<file path="config.mk">
export PLATFORM = sky130hd
export DESIGN_NAME = string_to_integer_parser_unit
export DESIGN_NICKNAME = d
export VERILOG_FILES = /design/src/s2i_pkg.sv /design/src/s2i_front.sv /design/src/s2i_back.sv /design/src/string_to_integer_parser_unit.sv
export SDC_FILE = /design/constraint.sdc
export NUM_CORES = 2
export LEC_CHECK = 0
export BUFFER_PORTS_ARGS = -buffer_cell sky130_fd_sc_hd__buf_2
export CAP_MARGIN = 30
export CORE_MARGIN = 3
export CORE_UTILIZATION = 35
export CTS_CLUSTER_SIZE = 24
export DETAILED_ROUTE_END_ITERATION = 8
export PLACE_DENSITY = 0.59
export SYNTH_ARGS = -nofsm -noshare
export SYNTH_HDL_FRONTEND = slang
export SYNTH_SLANG_ARGS = --single-unit
export TNS_END_PERCENT = 50
</file>
<file path="constraint.sdc">
create_clock -name clk -period 25.9 [get_ports clk]
set_input_delay 1.295 -clock clk [delete_from_list [all_inputs] [get_ports clk]]
set_output_delay 1.295 -clock clk [all_outputs]
set_load 0.05 [all_outputs]
</file>
<file path="src/s2i_pkg.sv">
// s2i_pkg: shared types, constants and helpers of the string to integer parser
// used by every module of the block; no dependencies
package s2i_pkg;

	localparam int CH_W    = 8;
	localparam int RADIX_W = 6;
	localparam int CNT_W   = 16;
	localparam int VALUE_W = 64;
	localparam int PROD_W  = VALUE_W + RADIX_W;
	localparam int SUM_W   = PROD_W + 1;

	// configuration port
	localparam int PADDR_W = 3;
	localparam int PDATA_W = 32;
	localparam logic [PADDR_W-1:0] ADDR_RADIX = 3'd0;

	// radix codes
	localparam logic [RADIX_W-1:0] RADIX_RESET = 6'd10;
	localparam logic [RADIX_W-1:0] RADIX_AUTO  = 6'd0;
	localparam logic [RADIX_W-1:0] RADIX_ONE   = 6'd1;
	localparam logic [RADIX_W-1:0] RADIX_TWO   = 6'd2;
	localparam logic [RADIX_W-1:0] RADIX_OCT   = 6'd8;
	localparam logic [RADIX_W-1:0] RADIX_DEC   = 6'd10;
	localparam logic [RADIX_W-1:0] RADIX_HEX   = 6'd16;
	localparam logic [RADIX_W-1:0] RADIX_LIMIT = 6'd36;

	// digit value of a character that is neither a digit nor a letter
	localparam logic [RADIX_W-1:0] DIGIT_NONE = 6'd63;

	localparam logic [CNT_W-1:0]   MAX_CHARS = 16'hFFFF;
	localparam logic [VALUE_W-1:0] POS_MAX   = 64'h7FFF_FFFF_FFFF_FFFF;
	localparam logic [VALUE_W-1:0] NEG_MAG   = 64'h8000_0000_0000_0000;

	// characters
	localparam logic [CH_W-1:0] CH_SPACE = 8'h20;
	localparam logic [CH_W-1:0] CH_TAB   = 8'h09;
	localparam logic [CH_W-1:0] CH_LF    = 8'h0A;
	localparam logic [CH_W-1:0] CH_CR    = 8'h0D;
	localparam logic [CH_W-1:0] CH_PLUS  = 8'h2B;
	localparam logic [CH_W-1:0] CH_MINUS = 8'h2D;
	localparam logic [CH_W-1:0] CH_ZERO  = 8'h30;
	localparam logic [CH_W-1:0] CH_NINE  = 8'h39;
	localparam logic [CH_W-1:0] CH_LO_A  = 8'h61;
	localparam logic [CH_W-1:0] CH_LO_Z  = 8'h7A;
	localparam logic [CH_W-1:0] CH_UP_A  = 8'h41;
	localparam logic [CH_W-1:0] CH_UP_Z  = 8'h5A;
	localparam logic [CH_W-1:0] CH_LO_X  = 8'h78;
	localparam logic [CH_W-1:0] CH_UP_X  = 8'h58;
	localparam logic [CH_W-1:0] LETTER_BASE = 8'd10;

	// queue sizes
	localparam int INQ_DEPTH  = 4;
	localparam int INQ_AW     = $clog2(INQ_DEPTH);
	localparam int OUTQ_DEPTH = 2;
	localparam int OUTQ_AW    = $clog2(OUTQ_DEPTH);

	typedef enum logic [2:0] {
		PH_WS,
		PH_SIGN,
		PH_PFX0,
		PH_PFXX,
		PH_DIG,
		PH_DONE
	} phase_t;

	// classified character handed from front to back
	typedef struct packed {
		logic [RADIX_W-1:0] digit;
		logic               is_ws;
		logic               is_sign;
		logic               is_minus;
		logic               is_zero;
		logic               is_x;
		logic               first;
		logic               last;
	} char_item_t;

	typedef struct packed {
		logic [VALUE_W-1:0] value;
		logic [CNT_W-1:0]   end_offset;
		logic               overflowed;
	} result_t;

	// digit or letter value, DIGIT_NONE for anything else
	function automatic logic [RADIX_W-1:0] digit_of(input logic [CH_W-1:0] c);
		logic [CH_W-1:0] d;
		d = '0;
		if (c >= CH_ZERO && c <= CH_NINE) begin
			d = c - CH_ZERO;
			return d[RADIX_W-1:0];
		end
		if (c >= CH_LO_A && c <= CH_LO_Z) begin
			d = c - CH_LO_A + LETTER_BASE;
			return d[RADIX_W-1:0];
		end
		if (c >= CH_UP_A && c <= CH_UP_Z) begin
			d = c - CH_UP_A + LETTER_BASE;
			return d[RADIX_W-1:0];
		end
		return DIGIT_NONE;
	endfunction

	// character count, sticks at its maximum
	function automatic logic [CNT_W-1:0] sat_inc(input logic [CNT_W-1:0] c);
		if (c == MAX_CHARS) begin
			return c;
		end
		return c + 1'b1;
	endfunction

	function automatic logic bad_radix(input logic [RADIX_W-1:0] r);
		return (r == RADIX_ONE) || (r > RADIX_LIMIT);
	endfunction

endpackage

</file>
<file path="src/s2i_front.sv">
// s2i_front: accepts characters, classifies them and queues them for the back end
// depends on s2i_pkg
module s2i_front
	import s2i_pkg::*;
(
	input  logic             clk,
	input  logic             arst_n,
	input  logic [CH_W-1:0]  ch,
	input  logic             first,
	input  logic             last,
	input  logic             push,
	output logic             full,
	output char_item_t       item,
	output logic             item_valid,
	input  logic             item_take
);

	logic [INQ_AW:0]   cnt_q;
	logic [INQ_AW-1:0] wr_q;
	logic [INQ_AW-1:0] rd_q;
	char_item_t        mem_q [INQ_DEPTH];
	char_item_t        cls;
	logic              wr_en;
	logic              rd_en;

	// character classification
	always_comb begin
		cls.digit    = digit_of(ch);
		cls.is_ws    = (ch == CH_SPACE) || (ch == CH_TAB) || (ch == CH_LF) || (ch == CH_CR);
		cls.is_sign  = (ch == CH_PLUS) || (ch == CH_MINUS);
		cls.is_minus = (ch == CH_MINUS);
		cls.is_zero  = (ch == CH_ZERO);
		cls.is_x     = (ch == CH_LO_X) || (ch == CH_UP_X);
		cls.first    = first;
		cls.last     = last;
	end

	assign full       = (cnt_q == (INQ_AW+1)'(INQ_DEPTH));
	assign item_valid = (cnt_q != '0);
	assign wr_en      = push && !full;
	assign rd_en      = item_take && item_valid;
	assign item       = mem_q[rd_q];

	// queue storage
	always_ff @(posedge clk) begin
		if (wr_en) begin
			mem_q[wr_q] <= cls;
		end
	end

	// queue pointers and fill level
	always_ff @(posedge clk or negedge arst_n) begin
		if (!arst_n) begin
			cnt_q <= '0;
			wr_q  <= '0;
			rd_q  <= '0;
		end else begin
			if (wr_en) begin
				wr_q <= wr_q + 1'b1;
			end
			if (rd_en) begin
				rd_q <= rd_q + 1'b1;
			end
			if (wr_en && !rd_en) begin
				cnt_q <= cnt_q + 1'b1;
			end else if (rd_en && !wr_en) begin
				cnt_q <= cnt_q - 1'b1;
			end
		end
	end

endmodule

</file>
<file path="src/s2i_back.sv">
// s2i_back: scan state, digit accumulation with overflow check, and result queue
// depends on s2i_pkg
module s2i_back
	import s2i_pkg::*;
(
	input  logic               clk,
	input  logic               arst_n,
	input  logic [RADIX_W-1:0] radix,
	input  char_item_t         item,
	input  logic               item_valid,
	output logic               item_take,
	input  logic               pop,
	output logic               empty,
	output result_t            res
);

	phase_t             phase_q;
	logic               neg_q;
	logic [VALUE_W-1:0] acc_q;
	logic [CNT_W-1:0]   cnt_q;
	logic [RADIX_W-1:0] ar_q;

	phase_t             ph;
	logic               neg;
	logic [VALUE_W-1:0] acc;
	logic [CNT_W-1:0]   cnt;
	logic [RADIX_W-1:0] ar;
	logic               stop;
	logic               fire;
	result_t            res_v;
	logic [PROD_W-1:0]  mul;
	logic [SUM_W-1:0]   sum;
	logic [VALUE_W-1:0] lim;

	result_t            oq_q [OUTQ_DEPTH];
	logic [OUTQ_AW:0]   ocnt_q;
	logic [OUTQ_AW-1:0] owr_q;
	logic [OUTQ_AW-1:0] ord_q;
	logic               pop_fire;
	logic               room;
	logic               step;
	logic               opush;

	// one character through the scan phases
	always_comb begin
		ph    = phase_q;
		neg   = neg_q;
		acc   = acc_q;
		cnt   = cnt_q;
		ar    = ar_q;
		stop  = 1'b0;
		fire  = 1'b0;
		res_v = '0;
		mul   = '0;
		sum   = '0;
		lim   = '0;
		if (item.first) begin
			ph  = PH_WS;
			neg = 1'b0;
			acc = '0;
			cnt = '0;
			ar  = '0;
		end
		if (ph != PH_DONE) begin
			// leading whitespace, radix latched here
			if (ph == PH_WS) begin
				ar = radix;
				if (bad_radix(ar)) begin
					fire = 1'b1;
					stop = 1'b1;
					ph   = PH_DONE;
				end else if (item.is_ws) begin
					cnt  = sat_inc(cnt);
					stop = 1'b1;
				end else begin
					ph = PH_SIGN;
				end
			end
			// optional sign
			if (!stop && ph == PH_SIGN) begin
				ph = (ar == RADIX_AUTO) ? PH_PFX0 : PH_DIG;
				if (item.is_sign) begin
					neg  = item.is_minus;
					cnt  = sat_inc(cnt);
					stop = 1'b1;
				end
			end
			// leading zero of an automatic prefix
			if (!stop && ph == PH_PFX0) begin
				if (item.is_zero) begin
					cnt  = sat_inc(cnt);
					ph   = PH_PFXX;
					stop = 1'b1;
				end else begin
					ar = RADIX_DEC;
					ph = PH_DIG;
				end
			end
			// x after the leading zero
			if (!stop && ph == PH_PFXX) begin
				ph = PH_DIG;
				if (item.is_x) begin
					cnt  = sat_inc(cnt);
					ar   = RADIX_HEX;
					stop = 1'b1;
				end else begin
					ar = RADIX_OCT;
				end
			end
			// digit multiply-add with range check
			if (!stop && ph == PH_DIG) begin
				lim = neg ? NEG_MAG : POS_MAX;
				mul = {{RADIX_W{1'b0}}, acc} * {{VALUE_W{1'b0}}, ar};
				sum = {1'b0, mul} + {{(SUM_W-RADIX_W){1'b0}}, item.digit};
				if (ar < RADIX_TWO || item.digit >= ar) begin
					fire             = 1'b1;
					res_v.value      = neg ? (VALUE_W'(0) - acc) : acc;
					res_v.end_offset = cnt;
					ph               = PH_DONE;
				end else if (sum > {{(SUM_W-VALUE_W){1'b0}}, lim}) begin
					fire             = 1'b1;
					res_v.value      = neg ? NEG_MAG : POS_MAX;
					res_v.overflowed = 1'b1;
					ph               = PH_DONE;
				end else begin
					acc = sum[VALUE_W-1:0];
					cnt = sat_inc(cnt);
				end
			end
			// end of string closes an open scan
			if (!fire && item.last) begin
				fire = 1'b1;
				if ((ph == PH_WS || ph == PH_SIGN) && bad_radix(radix)) begin
					res_v = '0;
				end else begin
					res_v.value      = neg ? (VALUE_W'(0) - acc) : acc;
					res_v.end_offset = cnt;
				end
				ph = PH_DONE;
			end
		end
	end

	assign empty     = (ocnt_q == '0);
	assign pop_fire  = pop && !empty;
	assign room      = (ocnt_q != (OUTQ_AW+1)'(OUTQ_DEPTH)) || pop_fire;
	assign step      = item_valid && room;
	assign item_take = step;
	assign opush     = step && fire;
	assign res       = oq_q[ord_q];

	// scan state
	always_ff @(posedge clk or negedge arst_n) begin
		if (!arst_n) begin
			phase_q <= PH_WS;
			neg_q   <= 1'b0;
			acc_q   <= '0;
			cnt_q   <= '0;
			ar_q    <= '0;
		end else if (step) begin
			phase_q <= ph;
			neg_q   <= neg;
			acc_q   <= acc;
			cnt_q   <= cnt;
			ar_q    <= ar;
		end
	end

	// result queue storage
	always_ff @(posedge clk) begin
		if (opush) begin
			oq_q[owr_q] <= res_v;
		end
	end

	// result queue pointers
	always_ff @(posedge clk or negedge arst_n) begin
		if (!arst_n) begin
			ocnt_q <= '0;
			owr_q  <= '0;
			ord_q  <= '0;
		end else begin
			if (opush) begin
				owr_q <= owr_q + 1'b1;
			end
			if (pop_fire) begin
				ord_q <= ord_q + 1'b1;
			end
			if (opush && !pop_fire) begin
				ocnt_q <= ocnt_q + 1'b1;
			end else if (pop_fire && !opush) begin
				ocnt_q <= ocnt_q - 1'b1;
			end
		end
	end

endmodule

</file>
<file path="src/string_to_integer_parser_unit.sv">
// string_to_integer_parser_unit: top level with the radix register
// depends on s2i_pkg, s2i_front, s2i_back
//
// Usage:
// Characters enter one per transfer on the input queue port (push/full) with
// first marking the start of a string and last its final character. Results
// leave on the output queue port (empty/pop): value, end_offset, overflowed;
// a string gives one result at its first rejected character, at its last
// character, on overflow or on a bad radix.
// The radix register sits at byte address 0 of the APB port (reset 10, 0 for
// prefix detection); write it only while no string is in flight.
// Throughput: one character per cycle while the result queue has room, set
// by the single 64x6 multiply-add of the back end. A result is registered in
// the input queue and then in the result queue before it shows on the output,
// later if the queues hold older items.
// A four-entry queue separates the classifier from the scan engine and a
// two-entry queue holds results; when pop stays low the result queue fills,
// the scan stops, and full rises once the input queue is full.
// Reset clears both queues, the scan state and sets the radix to 10.
module string_to_integer_parser_unit
	import s2i_pkg::*;
(
	input  logic                      clk,
	input  logic                      arst_n,
	input  logic                      psel,
	input  logic                      penable,
	input  logic                      pwrite,
	input  logic [PADDR_W-1:0]        paddr,
	input  logic [PDATA_W-1:0]        pwdata,
	output logic [PDATA_W-1:0]        prdata,
	output logic                      pready,
	input  logic [CH_W-1:0]           ch,
	input  logic                      first,
	input  logic                      last,
	input  logic                      push,
	output logic                      full,
	output logic signed [VALUE_W-1:0] value,
	output logic [CNT_W-1:0]          end_offset,
	output logic                      overflowed,
	output logic                      empty,
	input  logic                      pop
);

	logic [RADIX_W-1:0] radix_q;
	char_item_t         item;
	logic               item_valid;
	logic               item_take;
	result_t            res;
	logic               reg_wr;

	// configuration register
	assign pready = 1'b1;
	assign reg_wr = psel && penable && pwrite && pready && (paddr == ADDR_RADIX);
	assign prdata = (paddr == ADDR_RADIX) ? {{(PDATA_W-RADIX_W){1'b0}}, radix_q} : '0;

	always_ff @(posedge clk or negedge arst_n) begin
		if (!arst_n) begin
			radix_q <= RADIX_RESET;
		end else if (reg_wr) begin
			radix_q <= pwdata[RADIX_W-1:0];
		end
	end

	s2i_front u_front (
		.clk        (clk),
		.arst_n     (arst_n),
		.ch         (ch),
		.first      (first),
		.last       (last),
		.push       (push),
		.full       (full),
		.item       (item),
		.item_valid (item_valid),
		.item_take  (item_take)
	);

	s2i_back u_back (
		.clk        (clk),
		.arst_n     (arst_n),
		.radix      (radix_q),
		.item       (item),
		.item_valid (item_valid),
		.item_take  (item_take),
		.pop        (pop),
		.empty      (empty),
		.res        (res)
	);

	// result ports
	assign value      = res.value;
	assign end_offset = res.end_offset;
	assign overflowed = res.overflowed;

endmodule

</file>
==> reports/results.txt <==
HP Class = reg2reg
Slowest cell on crit path = dfrtp_1
Largest net degree at the start of global routing = 145
Initial Util = 0.3561
Sw frac = 0.5711
Final Critical Period = 18.36 ns
Vias per inst = 5.787
Final instance area = 0.03944 mm^2
Total CTS buffers = 34
Vias = 32,300
Share of the synthesized area in the top cell type = 0.1758
N_diodes = 0
First-pass GRT wire length = 183.4 mm
Worst Path Max Fanout = 37
Slew Viols, Final = 0
Share of cells above drive strength 1 = 0.1054
Register area share after synthesis = 0.2492
Comb power frac = 0.681
GRT Resource Usage Total = 0.2138
Yosys warns = 0
Avg WL per Cell = 21.15 um
HPWL reported at the end of detailed placement = 87.02 mm
Syn Inst Count = 4,238
DIE AREA = 0.1083 mm^2
Crit path required time = 26.18 ns
CP arrival = 18.64 ns
Sequential power share = 0.204
Hold bufs inserted after CTS = 0
Post-Syn Area = 0.03655 mm^2
Actual slew at the worst max-slew pin = 1.061 ns
Hold path depth = 2
Die height = 329.1 um
P_sw = 2.622 mW
Drc violations = 0
Chip width = 329.1 um
Outcome = completed
Vias in the first global route = 30,760
RSZ-0062 raised after global routing = false
Congestion Overflow GR = 0
Drt initial violations = 3,003
Final wirelength = 118.0 mm
Worst-path clk slew = 0.07 ns
Global placement routability congestion = 0.9326
Initial antenna violation count = 0
R2R depth = 58
Power Internal = 1.969 mW
Nets = 4,737
Leading area contributor after synthesis = edfxtp_1
Core ar. = 0.1026 mm^2
Clock power frac = 0.115
Sequential cell area = 0.009110 mm^2
Final worst path period share = 0.7091
Root Driver = clkbuf_16
Port bufs = 114
CTS Sinks = 321
Pre-CTS setup slack = 7.907 ns
# IOs = 168
Leak = 17.43 nW
Area of the multi-input gates = 0.02562 mm^2
CTS tree = yes
Max_cap viols = 0
Clock Skews = 0.02873 ns
Post-CTS Setup Inserts = 0
Final setup fails = 0
Setup total negative slack = 0 ns
Ys async rst share = 0.3333
First-pass DRT Iterations = 7
Max transition margin = 0.2911
Worst hold slack = 0.4756 ns
Detail Route Antenna Nets = 0
# rows = 117
Ranking of synthesized cells by area = edfxtp_1, fa_1, ha_1
Worst IR drop on VDD = 0.1420 mV
Flops & latches, synth = 321
Top FF cell, synth = edfxtp_1
Post-DP Area = 0.03825 mm^2
Crit Path Class = reg2reg
Endpoints failing hold = 0
Resize count post-CTS = 0
Count leader, synth = nand2_1
Pwr dens = 116.4 mW/mm^2
Clk_lat worst skew = 0.57 ns
Most frequent CP cell = a21oi_1
Netlist cell types = 109
EDFF count, synth = 214
Worst setup margin = 7.535 ns
Top cells by count, synth = nand2_1, nor2_1, o21ai_0
Worst setup EP type = register
Startpoint types = register
Syn-to-layout area delta = 7.922%
Avg Cell Area, Syn = 8.623 um^2
Largest buffer count on any clock path = 3
Fillers = 10,330
Largest stage delay, worst path = 0.88 ns
H-tree levels = 2
FMAX = 0.05445 GHz
[registers in the layout, summed over array words and instances, names as in the netlist]
register and cells:
u_back.owr_q 1, u_front.cnt_q 3, u_front.rd_q 2, u_front.mem_q 52
u_back.oq_q 162, u_back.phase_q 3, radix_q 6, u_back.acc_q 64
u_front.wr_q 2, u_back.cnt_q 16, u_back.ar_q 6, u_back.neg_q 1
u_back.ocnt_q 2, u_back.ord_q 1
[worst max-delay path, delay by kind of cell, from the launching register on]
kind                       cells  cell delay, ns
AOI/OAI and AO/OA             27            8.39
xor gates and xnor gates       2            0.31
buffers and inverters          9            1.98
muxes                          2            0.92
adders and majority gates      7            2.98
DFF                            1            0.88
and+or+nand+nor               11            2.57
[area by class of cell]
| type | instances | area share |
|---|---|---|
| well taps | 1368 | 0.04340 |
| inverters | 233 | 0.02224 |
| repair buffers | 162 | 0.02421 |
| clock inverters | 21 | 0.006694 |
| multi-input cells | 3437 | 0.6495 |
| clock buffers | 40 | 0.02294 |
| flip-flops and latches | 321 | 0.2310 |
[power by group through the flow]
stage	Clock [mW]	Combinational, mW	Sequential (mW)
floorplan	0	2.06	0.918
global placement	0	3.03	0.939
detailed placement	0	3.05	0.947
CTS	0.540	3.06	0.938
global route	0.557	3.29	0.956
finish	0.526	3.13	0.937
[layout by cell type (no fill, tap or decap), types with 39 or more instances in the layout]
cell	instances
a21o_1	87
a21oi_1	258
a31oi_1	55
and2_1	52
buf_2	116
buf_4	43
dfrtp_1	104
edfxtp_1	214
fa_1	253
ha_1	243
inv_1	226
mux2_2	112
mux2i_1	48
nand2_1	501
nand3_1	118
nand4_1	52
nor2_1	473
nor3_1	71
nor4_1	47
o21a_1	40
o21ai_0	269
or3_1	39
xnor2_1	115
xor2_1	59
[final timing paths]
path,start,end,slack [ns]
max,u_front.rd_q[1]$_DFFE_PN0P_,u_back.oq_q[1][77]$_DFFE_PP_,7.54
min,u_back.acc_q[61]$_DFFE_PN0P_,u_back.acc_q[61]$_DFFE_PN0P_,0.48
max reg2reg,u_front.rd_q[1]$_DFFE_PN0P_,u_back.oq_q[1][77]$_DFFE_PP_,7.54
min reg2reg,u_back.acc_q[61]$_DFFE_PN0P_,u_back.acc_q[61]$_DFFE_PN0P_,0.48
max in group asynchronous,arst_n,u_back.acc_q[38]$_DFFE_PN0P_,23.71
min in group asynchronous,arst_n,radix_q[2]$_DFFE_PN0P_,0.84
[layer usage]
layer  vias up  global-route usage  share of wire
met3       199             0.02853          0.070
met1     15900              0.3087           0.46
met5         -                   0              0
li1      14910                   -              -
met2      1290              0.3331           0.44
met4         0             0.06384          0.030
[metrics by stage]
step                      power, mW  cells    util
after floorplan               2.981   4263       -
after global placement        3.967   5516  0.3725
after detailed placement      3.998   5520  0.3728
after CTS                     4.541   5581  0.3841
after global routing          4.807   5582  0.3843
final                         4.590   5582  0.3843
[cell families (layout without fill, tap and decap cells)]
logic type	after synthesis	in the layout	synth area share
compound gates	1013	1013	0.1754
flops	321	321	0.2492
buf+inv	505	456	0.05553
mux	174	174	0.05598
xor+xnor	175	175	0.04215
other cells	2	27	0.0002055
simple gates	1552	1552	0.1998
fa+ha+maj	496	496	0.2218
(Power assumes the default switching activity.)
